--- src/rtl/core/ffpa_pkg.sv ---
// Shared types and constants of the first-fit partition allocator.
// Holds the table entry layout, status codes and sequencer states.
// No dependencies.
`default_nettype none

package ffpa_pkg;

  localparam int unsigned MemSize  = 1024;
  localparam int unsigned Entries  = 64;
  localparam int unsigned IdxW     = $clog2(Entries);
  localparam int unsigned CntW     = $clog2(Entries + 1);
  localparam int unsigned AddrW    = 10;
  localparam int unsigned SizeW    = 11;
  localparam int unsigned SplitW   = 10;
  localparam logic [SplitW-1:0] SplitReset = SplitW'(10);

  typedef enum logic [1:0] {
    StOk       = 2'd0,
    StNoFit    = 2'd1,
    StNotFound = 2'd2,
    StZero     = 2'd3
  } status_e;

  typedef enum logic [0:0] {
    FuncAlloc   = 1'b0,
    FuncRelease = 1'b1
  } func_e;

  typedef enum logic [3:0] {
    SInit,
    SIdle,
    SScanRd,
    SScanChk,
    SNextRd,
    SNextChk,
    SRelPlan,
    SShRd,
    SShWr,
    SWr0,
    SWr1
  } state_e;

  typedef struct packed {
    logic             free;
    logic [SizeW-1:0] size;
    logic [AddrW-1:0] start;
  } entry_t;

endpackage

`default_nettype wire

--- src/rtl/core/first_fit_partition_allocator.sv ---
// First-fit partition allocator with coalescing of freed neighbours.
// Depends on ffpa_pkg for the entry layout, status codes and states.
//
// Usage: raise start_i with func_i, request_size_i and release_address_i
// while busy_o is low; the item is taken at that edge. Exactly one result
// follows: done_o is high for one cycle with granted_address_o and
// status_o, and the receiver cannot hold it off. busy_o stays high while
// an item is in work; a new item can be started in the cycle that shows
// the result.
// The partition table sits in one synchronous RAM (one read, one write
// per cycle, registered read data). Steps of one item: a zero-size
// allocate answers straight from idle; the scan reads and checks each
// entry up to the hit (or every entry on a miss); a release then reads
// the right neighbour, if any, and plans the merge; a split or merge
// shifts the table one entry at a time, a read and then a write, and
// ends with one or two entry writes. The scan and the shift through the
// one table RAM set the rate, and no new item is taken while one is in work.
// After reset the block writes entry zero as one free partition covering
// all memory; min_split_size resets to 10 and can be written through
// min_split_size_we_i at any edge while idle.
`default_nettype none

module first_fit_partition_allocator (
  input  wire logic                            clk_i,
  input  wire logic                            rst_ni,
  input  wire logic                            start_i,
  output      logic                            busy_o,
  input  wire logic                            func_i,
  input  wire logic [ffpa_pkg::SizeW-1:0]      request_size_i,
  input  wire logic [ffpa_pkg::AddrW-1:0]      release_address_i,
  input  wire logic                            min_split_size_we_i,
  input  wire logic [ffpa_pkg::SplitW-1:0]     min_split_size_i,
  output      logic                            done_o,
  output      logic [ffpa_pkg::AddrW-1:0]      granted_address_o,
  output      logic [1:0]                      status_o
);

  localparam int unsigned IdxW = ffpa_pkg::IdxW;
  localparam int unsigned CntW = ffpa_pkg::CntW;

  // Partition table RAM
  ffpa_pkg::entry_t mem_q [ffpa_pkg::Entries];
  ffpa_pkg::entry_t rdata_q;
  logic [IdxW-1:0]  rd_addr;
  logic [IdxW-1:0]  wr_addr;
  logic             wr_en;
  ffpa_pkg::entry_t wr_data;

  always_ff @(posedge clk_i) begin
    if (wr_en) begin
      mem_q[wr_addr] <= wr_data;
    end
    rdata_q <= mem_q[rd_addr];
  end

  // Control and work registers
  ffpa_pkg::state_e state_q, state_d;
  logic [CntW-1:0]  cnt_q, cnt_d;
  logic [ffpa_pkg::SplitW-1:0] split_q;
  logic             done_q, done_d;
  logic [ffpa_pkg::AddrW-1:0] gaddr_q, gaddr_d;
  ffpa_pkg::status_e status_q, status_d;

  logic             func_q, func_d;
  logic [ffpa_pkg::SizeW-1:0] req_q, req_d;
  logic [ffpa_pkg::AddrW-1:0] rel_q, rel_d;
  logic [IdxW-1:0]  idx_q, idx_d;
  ffpa_pkg::entry_t prev_q, prev_d;
  ffpa_pkg::entry_t hit_q, hit_d;
  ffpa_pkg::entry_t nxt_q, nxt_d;
  logic             nxt_ok_q, nxt_ok_d;
  logic [IdxW-1:0]  src_q, src_d;
  logic [IdxW-1:0]  dst_q, dst_d;
  logic [CntW-1:0]  nmov_q, nmov_d;
  logic             down_q, down_d;
  ffpa_pkg::entry_t fin0_q, fin0_d;
  ffpa_pkg::entry_t fin1_q, fin1_d;
  logic [IdxW-1:0]  widx_q, widx_d;
  logic             two_q, two_d;

  // Split threshold, zero acts as one
  logic [ffpa_pkg::SplitW-1:0] split_eff;
  assign split_eff = (split_q == '0) ? ffpa_pkg::SplitW'(1) : split_q;

  // Scan helpers
  logic [CntW-1:0]            idx_ext;
  logic                       last_entry;
  logic [ffpa_pkg::SizeW-1:0] rest;
  logic                       can_split;
  logic                       prev_free;
  logic                       next_free;
  logic [IdxW-1:0]            base;
  logic [CntW-1:0]            kill;
  logic [ffpa_pkg::SizeW-1:0] merged;

  assign idx_ext    = CntW'(idx_q);
  assign last_entry = (idx_ext + CntW'(1)) >= cnt_q;
  assign rest       = rdata_q.size - req_q;
  assign can_split  = (rest >= ffpa_pkg::SizeW'(split_eff)) &&
                      (cnt_q < CntW'(ffpa_pkg::Entries));
  assign prev_free  = (idx_q != '0) && prev_q.free;
  assign next_free  = nxt_ok_q && nxt_q.free;
  assign base       = prev_free ? (idx_q - IdxW'(1)) : idx_q;
  assign kill       = CntW'(prev_free) + CntW'(next_free);
  assign merged     = (prev_free ? prev_q.size : '0) + hit_q.size +
                      (next_free ? nxt_q.size : '0);

  // Sequencer registers
  always_ff @(posedge clk_i or negedge rst_ni) begin
    if (!rst_ni) begin
      state_q <= ffpa_pkg::SInit;
      cnt_q   <= CntW'(1);
      split_q <= ffpa_pkg::SplitReset;
      done_q  <= 1'b0;
    end else begin
      state_q <= state_d;
      cnt_q   <= cnt_d;
      done_q  <= done_d;
      if (min_split_size_we_i) begin
        split_q <= min_split_size_i;
      end
    end
  end

  // Payload registers
  always_ff @(posedge clk_i) begin
    gaddr_q  <= gaddr_d;
    status_q <= status_d;
    func_q   <= func_d;
    req_q    <= req_d;
    rel_q    <= rel_d;
    idx_q    <= idx_d;
    prev_q   <= prev_d;
    hit_q    <= hit_d;
    nxt_q    <= nxt_d;
    nxt_ok_q <= nxt_ok_d;
    src_q    <= src_d;
    dst_q    <= dst_d;
    nmov_q   <= nmov_d;
    down_q   <= down_d;
    fin0_q   <= fin0_d;
    fin1_q   <= fin1_d;
    widx_q   <= widx_d;
    two_q    <= two_d;
  end

  // Next state and RAM control
  always_comb begin
    state_d  = state_q;
    cnt_d    = cnt_q;
    done_d   = 1'b0;
    gaddr_d  = gaddr_q;
    status_d = status_q;
    func_d   = func_q;
    req_d    = req_q;
    rel_d    = rel_q;
    idx_d    = idx_q;
    prev_d   = prev_q;
    hit_d    = hit_q;
    nxt_d    = nxt_q;
    nxt_ok_d = nxt_ok_q;
    src_d    = src_q;
    dst_d    = dst_q;
    nmov_d   = nmov_q;
    down_d   = down_q;
    fin0_d   = fin0_q;
    fin1_d   = fin1_q;
    widx_d   = widx_q;
    two_d    = two_q;
    rd_addr  = idx_q;
    wr_en    = 1'b0;
    wr_addr  = widx_q;
    wr_data  = fin0_q;

    case (state_q)
      ffpa_pkg::SInit: begin
        // Seed entry zero as one free partition
        wr_en         = 1'b1;
        wr_addr       = '0;
        wr_data.free  = 1'b1;
        wr_data.size  = ffpa_pkg::SizeW'(ffpa_pkg::MemSize);
        wr_data.start = '0;
        state_d       = ffpa_pkg::SIdle;
      end
      ffpa_pkg::SIdle: begin
        if (start_i) begin
          func_d = func_i;
          req_d  = request_size_i;
          rel_d  = release_address_i;
          idx_d  = '0;
          if (func_i == ffpa_pkg::FuncAlloc && request_size_i == '0) begin
            done_d   = 1'b1;
            gaddr_d  = '0;
            status_d = ffpa_pkg::StZero;
          end else begin
            state_d = ffpa_pkg::SScanRd;
          end
        end
      end
      ffpa_pkg::SScanRd: begin
        rd_addr = idx_q;
        state_d = ffpa_pkg::SScanChk;
      end
      ffpa_pkg::SScanChk: begin
        if (func_q == ffpa_pkg::FuncAlloc) begin
          if (rdata_q.free && rdata_q.size >= req_q) begin
            // Grant, splitting off the remainder when it is large enough and the table has room
            fin0_d      = rdata_q;
            fin0_d.free = 1'b0;
            widx_d      = idx_q;
            gaddr_d     = rdata_q.start;
            status_d    = ffpa_pkg::StOk;
            if (can_split) begin
              fin0_d.size  = req_q;
              fin1_d.free  = 1'b1;
              fin1_d.size  = rest;
              fin1_d.start = rdata_q.start + ffpa_pkg::AddrW'(req_q);
              two_d        = 1'b1;
              src_d        = IdxW'(cnt_q - CntW'(1));
              dst_d        = IdxW'(cnt_q);
              down_d       = 1'b1;
              nmov_d       = cnt_q - idx_ext - CntW'(1);
              cnt_d        = cnt_q + CntW'(1);
              state_d      = (cnt_q - idx_ext - CntW'(1) == '0) ?
                             ffpa_pkg::SWr0 : ffpa_pkg::SShRd;
            end else begin
              two_d   = 1'b0;
              state_d = ffpa_pkg::SWr0;
            end
          end else if (last_entry) begin
            done_d   = 1'b1;
            gaddr_d  = '0;
            status_d = ffpa_pkg::StNoFit;
            state_d  = ffpa_pkg::SIdle;
          end else begin
            idx_d   = idx_q + IdxW'(1);
            state_d = ffpa_pkg::SScanRd;
          end
        end else begin
          if (rdata_q.start == rel_q) begin
            hit_d = rdata_q;
            if (last_entry) begin
              nxt_ok_d = 1'b0;
              state_d  = ffpa_pkg::SRelPlan;
            end else begin
              state_d = ffpa_pkg::SNextRd;
            end
          end else if (last_entry) begin
            done_d   = 1'b1;
            gaddr_d  = '0;
            status_d = ffpa_pkg::StNotFound;
            state_d  = ffpa_pkg::SIdle;
          end else begin
            prev_d  = rdata_q;
            idx_d   = idx_q + IdxW'(1);
            state_d = ffpa_pkg::SScanRd;
          end
        end
      end
      ffpa_pkg::SNextRd: begin
        rd_addr = idx_q + IdxW'(1);
        state_d = ffpa_pkg::SNextChk;
      end
      ffpa_pkg::SNextChk: begin
        nxt_d    = rdata_q;
        nxt_ok_d = 1'b1;
        state_d  = ffpa_pkg::SRelPlan;
      end
      ffpa_pkg::SRelPlan: begin
        // Merge with free neighbours and close the gap behind the base;
        // skip the shift when nothing merges or no entries follow the gap
        fin0_d.free  = 1'b1;
        fin0_d.size  = merged;
        fin0_d.start = prev_free ? prev_q.start : hit_q.start;
        widx_d       = base;
        two_d        = 1'b0;
        gaddr_d      = '0;
        status_d     = ffpa_pkg::StOk;
        src_d        = IdxW'(CntW'(base) + CntW'(1) + kill);
        dst_d        = base + IdxW'(1);
        down_d       = 1'b0;
        nmov_d       = cnt_q - kill - CntW'(base) - CntW'(1);
        cnt_d        = cnt_q - kill;
        state_d      = (kill == '0 ||
                        cnt_q - kill - CntW'(base) - CntW'(1) == '0) ?
                       ffpa_pkg::SWr0 : ffpa_pkg::SShRd;
      end
      ffpa_pkg::SShRd: begin
        rd_addr = src_q;
        state_d = ffpa_pkg::SShWr;
      end
      ffpa_pkg::SShWr: begin
        // Move one entry, then advance both pointers
        wr_en   = 1'b1;
        wr_addr = dst_q;
        wr_data = rdata_q;
        nmov_d  = nmov_q - CntW'(1);
        src_d   = down_q ? src_q - IdxW'(1) : src_q + IdxW'(1);
        dst_d   = down_q ? dst_q - IdxW'(1) : dst_q + IdxW'(1);
        state_d = (nmov_q == CntW'(1)) ? ffpa_pkg::SWr0 : ffpa_pkg::SShRd;
      end
      ffpa_pkg::SWr0: begin
        wr_en   = 1'b1;
        wr_addr = widx_q;
        wr_data = fin0_q;
        if (two_q) begin
          state_d = ffpa_pkg::SWr1;
        end else begin
          done_d  = 1'b1;
          state_d = ffpa_pkg::SIdle;
        end
      end
      ffpa_pkg::SWr1: begin
        wr_en   = 1'b1;
        wr_addr = widx_q + IdxW'(1);
        wr_data = fin1_q;
        done_d  = 1'b1;
        state_d = ffpa_pkg::SIdle;
      end
      default: begin
        state_d = ffpa_pkg::SIdle;
      end
    endcase
  end

  assign busy_o            = (state_q != ffpa_pkg::SIdle);
  assign done_o            = done_q;
  assign granted_address_o = gaddr_q;
  assign status_o          = status_q;

endmodule

`default_nettype wire
--- config.mk ---
export PLATFORM = sky130hd
export DESIGN_NAME = first_fit_partition_allocator
export DESIGN_NICKNAME = d
export VERILOG_FILES = /design/src/rtl/core/ffpa_pkg.sv /design/src/rtl/core/first_fit_partition_allocator.sv
export SDC_FILE = /design/constraint.sdc
export NUM_CORES = 2
export LEC_CHECK = 0
export BUFFER_PORTS_ARGS = -buffer_cell sky130_fd_sc_hd__buf_2
export CAP_MARGIN = 20
export CORE_MARGIN = 5
export CORE_UTILIZATION = 35
export DETAILED_ROUTE_END_ITERATION = 16
export GPL_ROUTABILITY_DRIVEN = 0
export RECOVER_POWER = 25
export SYNTH_ARGS = -nofsm -noshare
export SYNTH_HDL_FRONTEND = slang
export SYNTH_SLANG_ARGS = --single-unit
--- constraint.sdc ---
create_clock -name clk_i -period 7.2 [get_ports clk_i]
set_clock_uncertainty 0.15 [all_clocks]
set_input_delay 0.72 -clock clk_i [delete_from_list [all_inputs] [get_ports clk_i]]
set_output_delay 0.72 -clock clk_i [all_outputs]
set_load 0.01 [all_outputs]
# ---- Word level (Yosys, flattened, before mapping)
# Memories as Yosys holds them, arrays and structs flattened. A register that Yosys moved wholly into a read port is not among the register bits.
# Index checks and enable logic that the tools add are counted.
dict set report totals {
  ff_bits 188
  input_bits 36
  mem_count 1
  out_inout_bits 14
  ram_bits 1408
}
dict set report classes {
  add_sub_neg 24
  muxes 90
  eq_ne 26
  n_reduce_logical 31
  bitwise 4
  order_cmp 4
}
# name words width rd rd_clocked_by_memory_dff write_ports line
set memory_table {}
lappend memory_table {mem_q 64 22 1 1 1 first_fit_partition_allocator.sv:42} ;# ffpa_pkg::entry_t mem_q [ffpa_pkg::Entries];
# operator n
set op_table {}
lappend op_table {{two-way mux 6 bit} 16}
lappend op_table {{two-way mux 10 bit} 8}
lappend op_table {{case mux 22 bit (3 select lines)} 1}
lappend op_table {{case mux 6 bit (3 select lines)} 3}
lappend op_table {{two-way mux 22 bit} 2}
lappend op_table {{case mux 22 bit (2 select lines)} 1}
lappend op_table {{two-way mux 7 bit} 6}
lappend op_table {{two-way mux 4 bit} 10}
lappend op_table {{adder 6 x 1 -> 6 bit (second input constant)} 6}
lappend op_table {{case mux 4 bit (9 select lines)} 1}
lappend op_table {{case mux 6 bit (2 select lines)} 3}
lappend op_table {{two-way mux 11 bit} 3}
lappend op_table {{case mux 10 bit (3 select lines)} 1}
lappend op_table {{AND reduction 4 bit} 7}
lappend op_table {{subtractor 6 x 1 -> 6 bit (second input constant)} 4}
lappend op_table {{adder 11 bit} 2}
lappend op_table {{zero test 7 bit} 3}
lappend op_table {{case mux 7 bit (3 select lines)} 1}
lappend op_table {{subtractor 7 x 1 -> 7 bit (second input constant)} 3}
lappend op_table {{two-way mux 1 bit} 19}
lappend op_table {{two-way mux 2 bit} 9}
lappend op_table {{inequality test 2 bit (second input constant)} 9}
lappend op_table {{equality test 4 x 3 -> 1 bit (second input constant)} 4}
lappend op_table {{case mux 7 bit (2 select lines)} 1}
lappend op_table {{other kinds (35)} 56}

# ---- Longest topological paths before layout
dict set report logic_depth {
  word_depth 10
  ltp_mapped 22
}

# ---- Worst setup path after synthesis
# Ideal clock, no wire load.
dict set report synth_timing {
  path_type {flip-flop to flip-flop}
  from {register idx_q[1]}
  to {register state_q[1]}
  arrival_ns 4.765
  n_path_buf 3
  period_less_slack_ns 5.052
  setup_slack_ns 2.148
  stages_incl_launch_ff 21
  cell_sequence {edfxtp_1 -> clkbuf_2 -> inv_1 -> ha_1 -> nand4_1 -> and2_1 -> buf_2 -> buf_1 -> ha_1 -> ha_1 -> inv_1 -> fa_1 -> or3_1 -> xnor2_1 -> ha_1 -> xnor2_1 -> or4_1 -> nor4b_1 -> nor2_1 -> a221oi_1 -> a21oi_1}
}
dict set report synth_via {
  elab_chain_cells 10
  word_cells_on_any_way 25
  classes_between {add/sub (8); order compare (1); mux (10); reduce/logical (6)}
}
# item line
set synth_lines {}
lappend synth_lines {{from (decl)} first_fit_partition_allocator.sv:67} ;# logic [IdxW-1:0] idx_q, idx_d;
lappend synth_lines {{from (signal assigned)} first_fit_partition_allocator.sv:132} ;# idx_q <= idx_d;
lappend synth_lines {{nonzero test 6 bit} first_fit_partition_allocator.sv:101} ;# assign prev_free = (idx_q != '0) && prev_q.free;
lappend synth_lines {{logical AND 1 bit} first_fit_partition_allocator.sv:101}
lappend synth_lines {{adder 1 x 1 -> 2 bit} first_fit_partition_allocator.sv:104} ;# assign kill = CntW'(prev_free) + CntW'(next_free);
lappend synth_lines {{subtractor 7 x 2 -> 7 bit} first_fit_partition_allocator.sv:285} ;# cnt_q - kill - CntW'(base) - CntW'(1) == '0) ?
lappend synth_lines {{subtractor 7 x 6 -> 7 bit} first_fit_partition_allocator.sv:285}
lappend synth_lines {{subtractor 7 x 1 -> 7 bit} first_fit_partition_allocator.sv:285}
lappend synth_lines {{zero test 7 bit} first_fit_partition_allocator.sv:285}
lappend synth_lines {{logical OR 1 bit} first_fit_partition_allocator.sv:284} ;# state_d = (kill == '0 ||
lappend synth_lines {{two-way mux 4 bit} first_fit_partition_allocator.sv:285}
lappend synth_lines {{case mux 4 bit (9 select lines) *} first_fit_partition_allocator.sv:175} ;# case (state_q)
lappend synth_lines {{to (signal assigned)} first_fit_partition_allocator.sv:111} ;# state_q <= ffpa_pkg::SInit;
lappend synth_lines {{to (signal assigned)} first_fit_partition_allocator.sv:116} ;# state_q <= state_d;
lappend synth_lines {{to (decl)} first_fit_partition_allocator.sv:57} ;# ffpa_pkg::state_e state_q, state_d;
# Every way passes the cells marked *; elsewhere a longest branch is shown, timed or not.
# A chain may end at the register's enable or synchronous reset.

==> key figures <==
Clocking
  – CTS tree: done
  – Clock Path Buffers: 3
  – Clk slew on worst S/H paths: 0.07 ns
  – Htree depth: 4
  – Worst-skew pair later-pin latency: 0.80 ns
  – Clock root cell: clkbuf_16
  – Clock Sinks: 1618
  – TritonCTS Buffers: 170
  – Setup repair bufs after CTS: 0

GRT
  – GR peak layer: met2
  – Global Route met2 Usage: 0.278
  – Initial antenna violation count: 6
  – Wire length of the first global-routing pass: 274 mm
  – Number of global-route vias before repair: 40587
  – Met3 usage: 0.0259
  – Largest net degree at the start of global routing: 139
  – Total track usage: 0.177
  – Met1 usage: 0.252
  – Total gr overflow: 0

Synthesis
  – Most area-hungry cell type in the Yosys netlist: edfxtp_1
  – Synth Register Bits: 1618
  – Top cells by area, synth: edfxtp_1, nand2_1, mux2i_1
  – Number of synthesized flops with an enable pin: 1574
  – Synth cell types: 77
  – Synth top area share: 0.689
  – Mapped Nets: 5225
  – Synth Flop Type: edfxtp_1
  – Post-Syn Area: 68600 sq um
  – Cells after Synth: 5088
  – Post-synth ARST share: 0.0136
  – Yosys warning total: 0
  – Post-synthesis sequential area ratio: 0.703
  – Mean post-synth cell area: 13.5 sq um

Placement
  – Hpwl dp: 107 mm
  – Dpl cells: 7597
  – Input/output buffers: 49
  – Area after DPL: 72400 sq um

Cells and area
  – Share of cells above drive strength 1: 0.0947
  – Fin util: 0.399
  – Fill cells: 17960
  – Post-route cell area: 77800 sq um
  – Fin nets: 5318
  – Area Overhead vs Synth: 13.3%
  – Final cell count without fillers: 7937

STA
  – Least-Margin Pin Slew: 3.86 ns
  – Final setup vio count: 0
  – Worst hold margin: 0.135 ns
  – Max Freq: 160 MHz
  – Tcrit/Tclk final: 0.870
  – Hold Vio Cnt, Final: 0
  – Post-layout minimum cycle time: 6.26 ns
  – Max Transition Viols Final: 1124
  – Worst rel slew slack: -1.58
  – Setup TNS: 0 ns
  – RSZ-0062 raised after global routing: false

Route
  – Routed wire length: 186 mm
  – Via/cell ratio: 5.39
  – Residual DRC: 0
  – First-pass DRT Iterations: 6
  – WL/cell: 23.5 microns
  – Via count: 42760
  – 1st-iter DRT viols: 4907
  – Final ANT Viol Nets: 0

Power
  – Static leakage: 26.4 nW
  – PD cells: 498 nW/um^2
  – Max rail drop VDD: 0.360 mV

Min path
  – Hold crit path type: input port to register
  – Min-delay src: min_split_size_we_i

Outcome
  – Outcome: finished with violations
  – Failing checks: max-capacitance violations, max-slew violations

Die
  – Chip height: 453 microns
  – Core Box Area: 195000 sq um
  – Initial Util: 0.352
  – Die area: 205000 sq um
  – Chip Width: 453 microns
  – Row count: 162
  – Io pins: 50

Critical path
  – Critical path fanouts, max: 36
  – Worst path arrival time: 6.66 ns
  – Crit start category: register
  – Reg-to-reg startpoint: state_q[3]
  – Critical Path Source: state_q[3]
  – Crit path capture type: register
  – WS Path Type: register to register
  – Critical path data required time: 7.60 ns

Job
  – Max_cap viols: 23
## state kept, by name (all words and copies together), names as in the netlist, 10 cells and up
name / count
mem_q: 1408
fin0_q: 22
prev_q: 22
rdata_q: 22
fin1_q: 21
hit_q: 21
nxt_q: 12
req_q: 11
granted_address_o: 10
rel_q: 10
split_q: 10
## cell type report
type                    instances  area, sq um  area share
flip-flops and latches       1618        48300       0.621
multi-input cells            3047        18600       0.240
inverters                      96          360     0.00463
diodes                          4         10.0    0.000129
repair buffers                248         2050      0.0264
clock inverters                81          576     0.00740
clock buffers                 219         4580      0.0590
well taps                    2624         3280      0.0422
## stage by stage
step           setup WS [ns]  power (W)
6_report               0.937     0.0387
5_1_grt                0.739     0.0406
4_1_cts                 1.58     0.0388
3_5_place_dp            1.59     0.0305
3_3_place_gp            1.64     0.0303
2_1_floorplan           2.15     0.0240
## synth_stat cells, types with 33 or more instances
cell and n:
edfxtp_1 1574, mux2i_1 247, a311o_1 88, xnor2_1 69, buf_2 95, buf_4 33
clkbuf_1 165, ha_1 82, and3_1 112, nor2b_1 74, nor2_1 153, nand2_1 1039
a311oi_1 67, a31oi_1 35, inv_1 91, o21ai_0 63, a211oi_1 135, nand3_1 380
a21oi_1 141
## final timing paths
check,cells past startpoint,slack [ns],endpoint
max,6,0.94,mem_q[59][2]
min,3,0.14,split_q[1]
max reg2reg,6,0.94,mem_q[59][2]
min reg2reg,2,0.39,split_q[3]
max in group asynchronous,2,5.34,cnt_q[4]
min in group asynchronous,2,0.68,state_q[0]
## metal layers
| metal | up-vias | share of wire | routed length, microns |
|---|---|---|---|
| met5 | - | 0 | 0 |
| met4 | 0 | 0.034 | 6410 |
| met3 | 276 | 0.078 | 14500 |
| met2 | 1816 | 0.46 | 85900 |
| met1 | 21405 | 0.43 | 79600 |
| li1 | 19263 | - | - |
## critical path, cell delays in order (launching register included)
cell	delay [ns]
dfrtp_1	0.82
nand2b_1	0.23
nor3_1	0.93
clkbuf_1	1.48
a222oi_1	0.42
inv_1	1.32
buf_4	0.56
## cell usage in the layout (no fill, tap or decap), types with 23 or more instances in the layout
| cell | instances |
|---|---|
| edfxtp_1 | 1574 |
| nand2_1 | 1039 |
| nand3_1 | 380 |
| mux2i_1 | 247 |
| clkbuf_16 | 175 |
| a21oi_1 | 138 |
| a211oi_1 | 135 |
| buf_4 | 118 |
| and3_1 | 112 |
| nor2_1 | 94 |
| a311o_1 | 88 |
| ha_1 | 82 |
| inv_1 | 79 |
| clkbuf_1 | 77 |
| nor2b_1 | 74 |
| xnor2_1 | 69 |
| a311oi_1 | 67 |
| o21ai_0 | 62 |
| nor2_2 | 59 |
| a31oi_1 | 35 |
| dlygate4sd3_1 | 33 |
| clkinv_1 | 32 |
| nor4_1 | 32 |
| xor2_1 | 31 |
| nand4_1 | 30 |
| clkinv_2 | 29 |
| o211ai_1 | 25 |
| o22ai_1 | 24 |
| a21o_1 | 23 |
| buf_2 | 23 |
## where the power goes
part | internal (W) | switching (W) | total [W]
Combinational | 0.00541 | 0.0124 | 0.0179
Sequential | 0.0122 | 0.000487 | 0.0126
Clock | 0.00466 | 0.00356 | 0.00822
## cell families after synthesis
group	synth area share
flip-flops	0.703
AND/OR/NAND/NOR	0.124
multiplexers	0.0362
AO/OA/AOI/OAI	0.0746
buffers and inverters	0.0289
adder cells (fa/ha/maj)	0.0205
XOR/XNOR	0.0128
## repair_timing
action / CTS / global route
hold buffers: 33 / 0
hold endpoints to repair: 51 / 0
resized for setup: 0 / 0
Power figures use the tool's default switching activity.
